### config.mk
export PLATFORM = sky130hd
export DESIGN_NAME = psu_ctrl
export DESIGN_NICKNAME = d
export VERILOG_FILES = /design/src/rtl/psu_pkg.sv /design/src/rtl/psu_ctrl.sv
export SDC_FILE = /design/constraint.sdc
export NUM_CORES = 1
export LEC_CHECK = 0
export CAP_MARGIN = 20
export CORE_AREA = 2 2 39 41
export DETAILED_ROUTE_END_ITERATION = 12
export DIE_AREA = 0 0 41 43
export DONT_BUFFER_PORTS = 1
export GPL_TIMING_DRIVEN = 0
export PLACE_DENSITY = 0.5
export SYNTH_ARGS = -nofsm -noshare
export SYNTH_HDL_FRONTEND = slang
export SYNTH_SLANG_ARGS = --single-unit
### constraint.sdc
create_clock -name clk_i -period 1.6 [get_ports clk_i]
set_clock_uncertainty 0.05 [all_clocks]
set_input_delay 0.16 -clock clk_i [delete_from_list [all_inputs] [get_ports clk_i]]
set_output_delay 0.16 -clock clk_i [all_outputs]
set_load 0.05 [all_outputs]
### src/rtl/psu_pkg.sv
// ----------------------------------------------------------------------------
// Particle store update package
// Shared types, codes and constants of the particle store with Euler update.
// ----------------------------------------------------------------------------
package psu_pkg;

  localparam int MaxParticlesDef = 64;
  localparam int CntW = 7;

  typedef enum logic {
    OP_SPAWN = 1'b0,
    OP_TICK  = 1'b1
  } op_e;

  typedef enum logic [1:0] {
    ST_REPORT     = 2'd0,
    ST_SPAWN_OK   = 2'd1,
    ST_SPAWN_FULL = 2'd2,
    ST_TICK_EMPTY = 2'd3
  } status_e;

  typedef enum logic [1:0] {
    CFG_FORCE_X = 2'd0,
    CFG_FORCE_Y = 2'd1,
    CFG_FORCE_Z = 2'd2
  } cfg_idx_e;

  typedef enum logic [3:0] {
    S_IDLE,
    S_DISPATCH,
    S_EMIT_OK,
    S_EMIT_FULL,
    S_EMIT_EMPTY,
    S_W_RD,
    S_W_M1,
    S_W_M2,
    S_W_M3,
    S_W_WB,
    S_R_RD,
    S_R_OUT
  } state_e;

  typedef struct packed {
    op_e                operation;
    logic signed [31:0] pos_x;
    logic signed [31:0] pos_y;
    logic signed [31:0] pos_z;
    logic signed [31:0] vel_x;
    logic signed [31:0] vel_y;
    logic signed [31:0] vel_z;
    logic signed [31:0] size_init;
    logic signed [31:0] size_rate;
    logic signed [31:0] angle_init;
    logic signed [31:0] angle_rate;
    logic        [30:0] life_or_dt;
  } in_item_t;

  typedef struct packed {
    status_e            status;
    logic signed [31:0] out_pos_x;
    logic signed [31:0] out_pos_y;
    logic signed [31:0] out_pos_z;
    logic signed [31:0] out_size;
    logic signed [31:0] out_angle;
    logic        [30:0] out_life;
    logic [CntW-1:0]    live_count;
    logic               last;
  } out_item_t;

  typedef struct packed {
    logic signed [31:0] pos_x;
    logic signed [31:0] pos_y;
    logic signed [31:0] pos_z;
    logic signed [31:0] vel_x;
    logic signed [31:0] vel_y;
    logic signed [31:0] vel_z;
    logic signed [31:0] size;
    logic signed [31:0] size_rate;
    logic signed [31:0] angle;
    logic signed [31:0] angle_rate;
    logic        [30:0] life;
  } particle_t;

  typedef struct packed {
    logic    latch_in;
    logic    spawn_wr;
    logic    walk_start;
    logic    rd_walk;
    logic    mul1;
    logic    mul2;
    logic    mul3;
    logic    wb;
    logic    walk_end;
    logic    rd_rpt;
    logic    emit_rpt;
    logic    emit_sts;
    status_e emit_code;
  } cmd_t;

  typedef struct packed {
    logic op_tick;
    logic full;
    logic walk_done;
    logic w_zero;
    logic rpt_last;
    logic out_free;
  } sts_t;

endpackage

### src/rtl/psu_ctrl.sv
// ----------------------------------------------------------------------------
// Particle store controller
// Sequences spawns, the update walk over the store and the report walk.
// ----------------------------------------------------------------------------
module psu_ctrl import psu_pkg::*; (
  input  logic clk_i,
  input  logic rst_ni,
  input  logic in_valid_i,
  output logic in_ready_o,
  output cmd_t cmd_o,
  input  sts_t sts_i
);

  state_e state_q, state_d;

  always_ff @(posedge clk_i or negedge rst_ni) begin
    if (!rst_ni) begin
      state_q <= S_IDLE;
    end else begin
      state_q <= state_d;
    end
  end

  always_comb begin
    state_d = state_q;
    unique case (state_q)
      S_IDLE: begin
        if (in_valid_i) state_d = S_DISPATCH;
      end
      S_DISPATCH: begin
        if (sts_i.op_tick) state_d = S_W_RD;
        else if (sts_i.full) state_d = S_EMIT_FULL;
        else state_d = S_EMIT_OK;
      end
      S_EMIT_OK, S_EMIT_FULL, S_EMIT_EMPTY: begin
        if (sts_i.out_free) state_d = S_IDLE;
      end
      S_W_RD: begin
        if (!sts_i.walk_done) state_d = S_W_M1;
        else if (sts_i.w_zero) state_d = S_EMIT_EMPTY;
        else state_d = S_R_RD;
      end
      S_W_M1: state_d = S_W_M2;
      S_W_M2: state_d = S_W_M3;
      S_W_M3: state_d = S_W_WB;
      S_W_WB: state_d = S_W_RD;
      S_R_RD: state_d = S_R_OUT;
      S_R_OUT: begin
        if (sts_i.out_free) state_d = sts_i.rpt_last ? S_IDLE : S_R_RD;
      end
      default: state_d = S_IDLE;
    endcase
  end

  always_comb begin
    cmd_o           = '0;
    cmd_o.emit_code = ST_REPORT;
    in_ready_o      = 1'b0;
    unique case (state_q)
      S_IDLE: begin
        in_ready_o     = 1'b1;
        cmd_o.latch_in = in_valid_i;
      end
      S_DISPATCH: begin
        cmd_o.walk_start = sts_i.op_tick;
        cmd_o.spawn_wr   = !sts_i.op_tick && !sts_i.full;
      end
      S_EMIT_OK: begin
        cmd_o.emit_sts  = sts_i.out_free;
        cmd_o.emit_code = ST_SPAWN_OK;
      end
      S_EMIT_FULL: begin
        cmd_o.emit_sts  = sts_i.out_free;
        cmd_o.emit_code = ST_SPAWN_FULL;
      end
      S_EMIT_EMPTY: begin
        cmd_o.emit_sts  = sts_i.out_free;
        cmd_o.emit_code = ST_TICK_EMPTY;
      end
      S_W_RD: begin
        cmd_o.rd_walk  = !sts_i.walk_done;
        cmd_o.walk_end = sts_i.walk_done;
      end
      S_W_M1: cmd_o.mul1 = 1'b1;
      S_W_M2: cmd_o.mul2 = 1'b1;
      S_W_M3: cmd_o.mul3 = 1'b1;
      S_W_WB: cmd_o.wb = 1'b1;
      S_R_RD: cmd_o.rd_rpt = 1'b1;
      S_R_OUT: cmd_o.emit_rpt = sts_i.out_free;
      default: begin
        in_ready_o = 1'b0;
      end
    endcase
  end

endmodule

==> results of run 1 <==
cell families after synthesis:
family / after synthesis / synth area share, %
AOI/OAI and AO/OA: 13 / 21.7
DFF: 4 / 23.8
xor gates and xnor gates: 1 / 2.08
buffers and inverters: 6 / 8.03
and+or+nand+nor: 37 / 44.3
worst register-to-register path: cells and delay by family (launching register included):
family	cells	cell delay [ns]
buffers and inverters	2	0.33
AO/OA/AOI/OAI	2	0.39
flip-flops	1	0.42
AND/OR/NAND/NOR	1	0.19
cell type report:
type	instances	area, sq um	share of cell area [%]
multi-input combinational	51	508	63.0
timing repair buffer	11	92.6	11.5
inverter	2	12.5	1.55
tap	16	20.0	2.48
buffer	4	48.8	6.06
clock buffer	3	22.5	2.80
sequential	4	101	12.6
synth_stat cells:
| cell | instances |
|---|---|
| nor2_1 | 10 |
| nand2_1 | 6 |
| nor3_1 | 5 |
| a21oi_1 | 4 |
| dfrtp_1 | 4 |
| nand2b_1 | 4 |
| nand3_1 | 4 |
| buf_2 | 3 |
| nor2b_1 | 3 |
| a22o_1 | 2 |
| and2_1 | 2 |
| and3_1 | 2 |
| o22ai_1 | 2 |
| a2111oi_0 | 1 |
| a211o_1 | 1 |
| a221oi_1 | 1 |
| buf_6 | 1 |
| inv_1 | 1 |
| inv_2 | 1 |
| nor4_2 | 1 |
| o211a_1 | 1 |
| o21ai_0 | 1 |
| xnor2_1 | 1 |
worst min-delay path by stage:
stage / startpoint / endpoint / slack, ns / cells after the start
2_1_floorplan: rst_ni / state_q[0] / -0.19 / 0
3_3_place_gp: rst_ni / state_q[1] / -0.19 / 0
3_5_place_dp: rst_ni / state_q[1] / -0.19 / 0
4_1_cts: sts_i[1] / state_q[1] / 0.12 / 3
5_1_grt: sts_i[1] / state_q[1] / 0.15 / 3
6_report: sts_i[1] / state_q[1] / 0.13 / 3
what timing repair did:
item | CTS | global route
setup buffers | 7 | 4
resized for setup | 42 | 13
pin swaps | 10 | 9
setup endpoints to repair | 16 | 11
hold buffers | 1 | 0
hold endpoints to repair | 4 | 0
metrics by stage:
| step | util [%] | hold WS, ns | TNS, ns | worst slack, ns |
|---|---|---|---|---|
| floorplan | - | -0.186 | -0.512 | -0.348 |
| global placement | 35.2 | -0.186 | -1.33 | -0.416 |
| detailed placement | 35.2 | -0.185 | -1.15 | -0.411 |
| CTS | 52.5 | 0.124 | -0.990 | -0.451 |
| global route | 58.2 | 0.151 | -1.11 | -0.473 |
| finish | 58.2 | 0.125 | -0.804 | -0.438 |
per-layer routing:
layer / track usage (%) / vias up
li1: - / 246
met1: 25.5 / 241
met2: 26.6 / 18
met3: 2.62 / 0
met4: 8.67 / 0
met5: 0 / -
==> reports/summary.txt, run 1 <==
crit-path max FO: 2
die height: 43 um
clk_lat worst skew: 0.23 ns
Placed Area: 487 sq um
CTS tree: yes
Crit Path Class: register to primary output
Slew HR: 49.5%
I/O pins: 24
Antenna Nets Post-Route: 0
area of the core: 0.00138 sq mm
1st-pass router iterations: 4
Final setup viols: 7
Hold Path Class: input port to register
gp weighted congestion: 0.770
reg2reg setup slack: 0.11 ns
post-synth net total: 70
design area: 806 sq um
crit-path leading delay family: simple AND/OR/NAND/NOR gates
crit path launch: state_q[0]
final slew viol count: 0
port bufs: 0
Std-Cell Rows: 14
syn avg cell area: 6.89 sq um
Yosys top cell by area: dfrtp_1
GRT Overall Usage: 18.3%
drt total wl: 1450 um
CP arrival: 1.83 ns
Max-cap violations: 0
H-tree depth: 1
Yosys reg bits: 4
commonest non-fill, non-tap cell in the layout: buf_4
CP Launch Type: register
Syn Inst Count: 61
WL met1: 580 um
Reg-to-Reg Start: state_q[1]
Post-DP HPWL: 900 um
WL per Instance: 15.9 um
Initial Utilization: 30.4%
Inst Count DP: 77
CTS Buf Count: 3
final setup margin: -0.438 ns
highest metal used: met3
vias per cell: 5.55
largest net degree at the start of global routing: 11
CTS max path bufs: 2
filler instances: 123
synthesized area: 420 sq um
# nets final: 86
most frequent cells in the layout: buf_4, nor2_4, nor3_4
Critical Path Stages: 3
worst r2r path cells: 5
Post-Layout Cell Count: 91
Die W: 41 um
crit-path cells: buf_6, nor4_4, and2_4
Setup crit end: cmd_o[13]
R2R Path End: state_q[0]
RSZ-0062 raised after global routing: true
TritonCTS sink count: 4
final worst path period need: 2.04 ns
fin crit share: 127%
fmax: 491 MHz
drt drc: 0
DR vias: 505
synth top area cells: dfrtp_1, nor2_1, nand2b_1, nor3_1, nand2_1
CP required: 1.39 ns
DR WL met2: 766 um
die area: 0.00176 sq mm
first-pass GRT wire length: 2240 um
ratio of cells with drive above 1 in the final layout: 65.3%
GRT overflow: 0
largest registers: state_q: 4 flops
largest reg by FF count: state_q
First DRT Iteration DRCs: 7
Seq/Total Area, Yosys: 23.8%
Worst Path Buf+Inv: 1
metal3 WL: 98 um
# diodes: 0
Slew @ Worst Pin: 0.752 ns
final hold vios: 0
violated checks: setup timing
Synth top area share: 23.8%
Root Driver: clkbuf_4
Critical Path End Type: primary output
Layout area overhead: 91.7%
distinct cell type count after synthesis: 23
vias in the first global route: 507
initial antenna violation count: 0
Slowest-stage cell, CP: nor4_4
outcome: finished, violations left
number of flip-flops in the largest register: 4
YS warnings: 0
CTS clock-pin slew for the worst setup and hold paths: 0.04 ns
Max stage delay on crit path: 0.69 ns
Power of run 1 is not shown: default switching activity piles up to over one toggle a cycle in this logic, so the estimate is an artifact.
==> inputs of run 2 (changes only) <==
Clock period 1.6 ns to 2.25 ns, I/O delays scaled along.
==> run 2 against run 1 <==
  * The flow now finishes without violations
  * Sequential share of layout area grew 6.4 points
  * Via count is 5.1% lower
  * Wire length decreased by 16%
  * First-iteration DRC count rose by 43%
  * Flip-flop and latch count stayed put
  * Count of clock-buffer cells in the layout unchanged
  * Critical path depth unchanged
  * Largest cell class unchanged
==> reports/summary.txt, run 2 (same netlist as run 1, synthesis figures left out) <==
CP required: 1.98 ns
Critical Path End Type: primary output
Hold Path Class: input port to async pin
drt total wl: 1220 um
fin crit share: 97.3%
clk_lat worst skew: 0.24 ns
Slowest-stage cell, CP: nor4_4
Max-cap violations: 0
final hold vios: 0
vias per cell: 5.57
crit-path max FO: 10
CTS tree: yes
initial antenna violation count: 0
First DRT Iteration DRCs: 10
crit-path leading delay family: simple AND/OR/NAND/NOR gates
Std-Cell Rows: 14
Layout area overhead: 26.8%
final worst path period need: 2.19 ns
worst r2r path cells: 4
Final setup viols: 0
port bufs: 0
LEAKAGE: 0.235 nW
die area: 0.00176 sq mm
Crit Path Class: register to primary output
Worst Path Buf+Inv: 1
Reg-to-Reg Start: state_q[2]
DR vias: 479
R2R Path End: state_q[0]
Post-DP HPWL: 877 um
GRT overflow: 0
crit-path cells: buf_6, nor4_4, and2_4
die height: 43 um
gp weighted congestion: 0.807
GRT Overall Usage: 15.1%
first-pass GRT wire length: 1780 um
most frequent cells in the layout: nor2_1, nand2_1, nor3_1, buf_4
1st-pass router iterations: 4
metal3 WL: 51 um
largest reg by FF count: state_q
commonest non-fill, non-tap cell in the layout: nor2_1
highest metal used: met4
CTS max path bufs: 2
DR WL met2: 612 um
TritonCTS sink count: 4
CP arrival: 1.92 ns
# nets final: 81
filler instances: 152
outcome: finished clean
largest registers: state_q: 4 flops
RSZ-0062 raised after global routing: false
CP Launch Type: register
Slew @ Worst Pin: 1.02 ns
Setup Slack @ Placement: 0.178 ns
# diodes: 0
H-tree depth: 1
area of the core: 0.00138 sq mm
drt drc: 0
final setup margin: 0.0598 ns
Antenna Nets Post-Route: 0
final slew viol count: 0
number of flip-flops in the largest register: 4
reg2reg setup slack: 0.49 ns
Max stage delay on crit path: 0.70 ns
I/O pins: 24
Die W: 41 um
WL per Instance: 14.2 um
Root Driver: clkbuf_4
P per Cell Area: 1910 mW/mm^2
CTS clock-pin slew for the worst setup and hold paths: 0.04 ns
vias in the first global route: 408
CTS Buf Count: 3
setup TNS: 0 ns
largest net degree at the start of global routing: 11
fmax: 457 MHz
Slew HR: 31.9%
Initial Utilization: 30.4%
WL met1: 546 um
ratio of cells with drive above 1 in the final layout: 24.3%
VDD IR max: 0.780 mV
final design utilization: 38.5%
run 2: how the worst max path moves through the flow:
stage | slack (ns) | from | cells after the start | end
finish | 0.06 | state_q[1] | 3 | cmd_o[13]
global route | 0.004 | state_q[1] | 3 | cmd_o[13]
CTS | 0.02 | state_q[0] | 3 | cmd_o[13]
detailed placement | 0.18 | state_q[3] | 3 | cmd_o[13]
global placement | 0.007 | state_q[2] | 4 | cmd_o[7]
floorplan | 0.16 | state_q[2] | 4 | cmd_o[7]
run 2: routing by layer:
metal / vias up / GRT usage, %
met5: - / 0
met2: 15 / 20.6
met4: 0 / 8.00
met1: 222 / 21.2
li1: 240 / -
met3: 2 / 3.14
run 2: per-stage QoR:
stage | total power, W | hold slack [ns] | instance area [sq um] | instances
after floorplan | 0.000767 | -0.121 | 429 | 61
after global placement | 0.000851 | -0.120 | 449 | 77
after detailed placement | 0.000877 | -0.120 | 479 | 81
after CTS | 0.000980 | 0.208 | 513 | 85
after global routing | 0.00108 | 0.211 | 533 | 86
final | 0.00102 | 0.210 | 533 | 86
run 2: report_power, final:
part	internal, W	leakage, nW	switching [W]
sequential	0.000107	0.0501	0.0000332
combinational	0.000239	0.171	0.000545
clock	0.0000599	0.0138	0.0000324
run 2: what timing repair did:
action	4_1_cts	5_1_grt
hold buffers	1	0
setup endpoints to repair	1	2
pin swaps	1	2
cloned	0	0
resized for setup	1	6
endpoints found under the hold margin	4	0
setup buffers	0	1
run 2: cell type report:
class	count	area, sq um	area share (%)
inverters	2	7.51	1.41
repair buffers	6	47.5	8.92
flip-flops and latches	4	101	19.0
multi-input cells	51	302	56.6
clock buffers	3	22.5	4.23
well taps	16	20.0	3.76
plain buffers	4	32.5	6.10
Power figures use the tool's default switching activity.
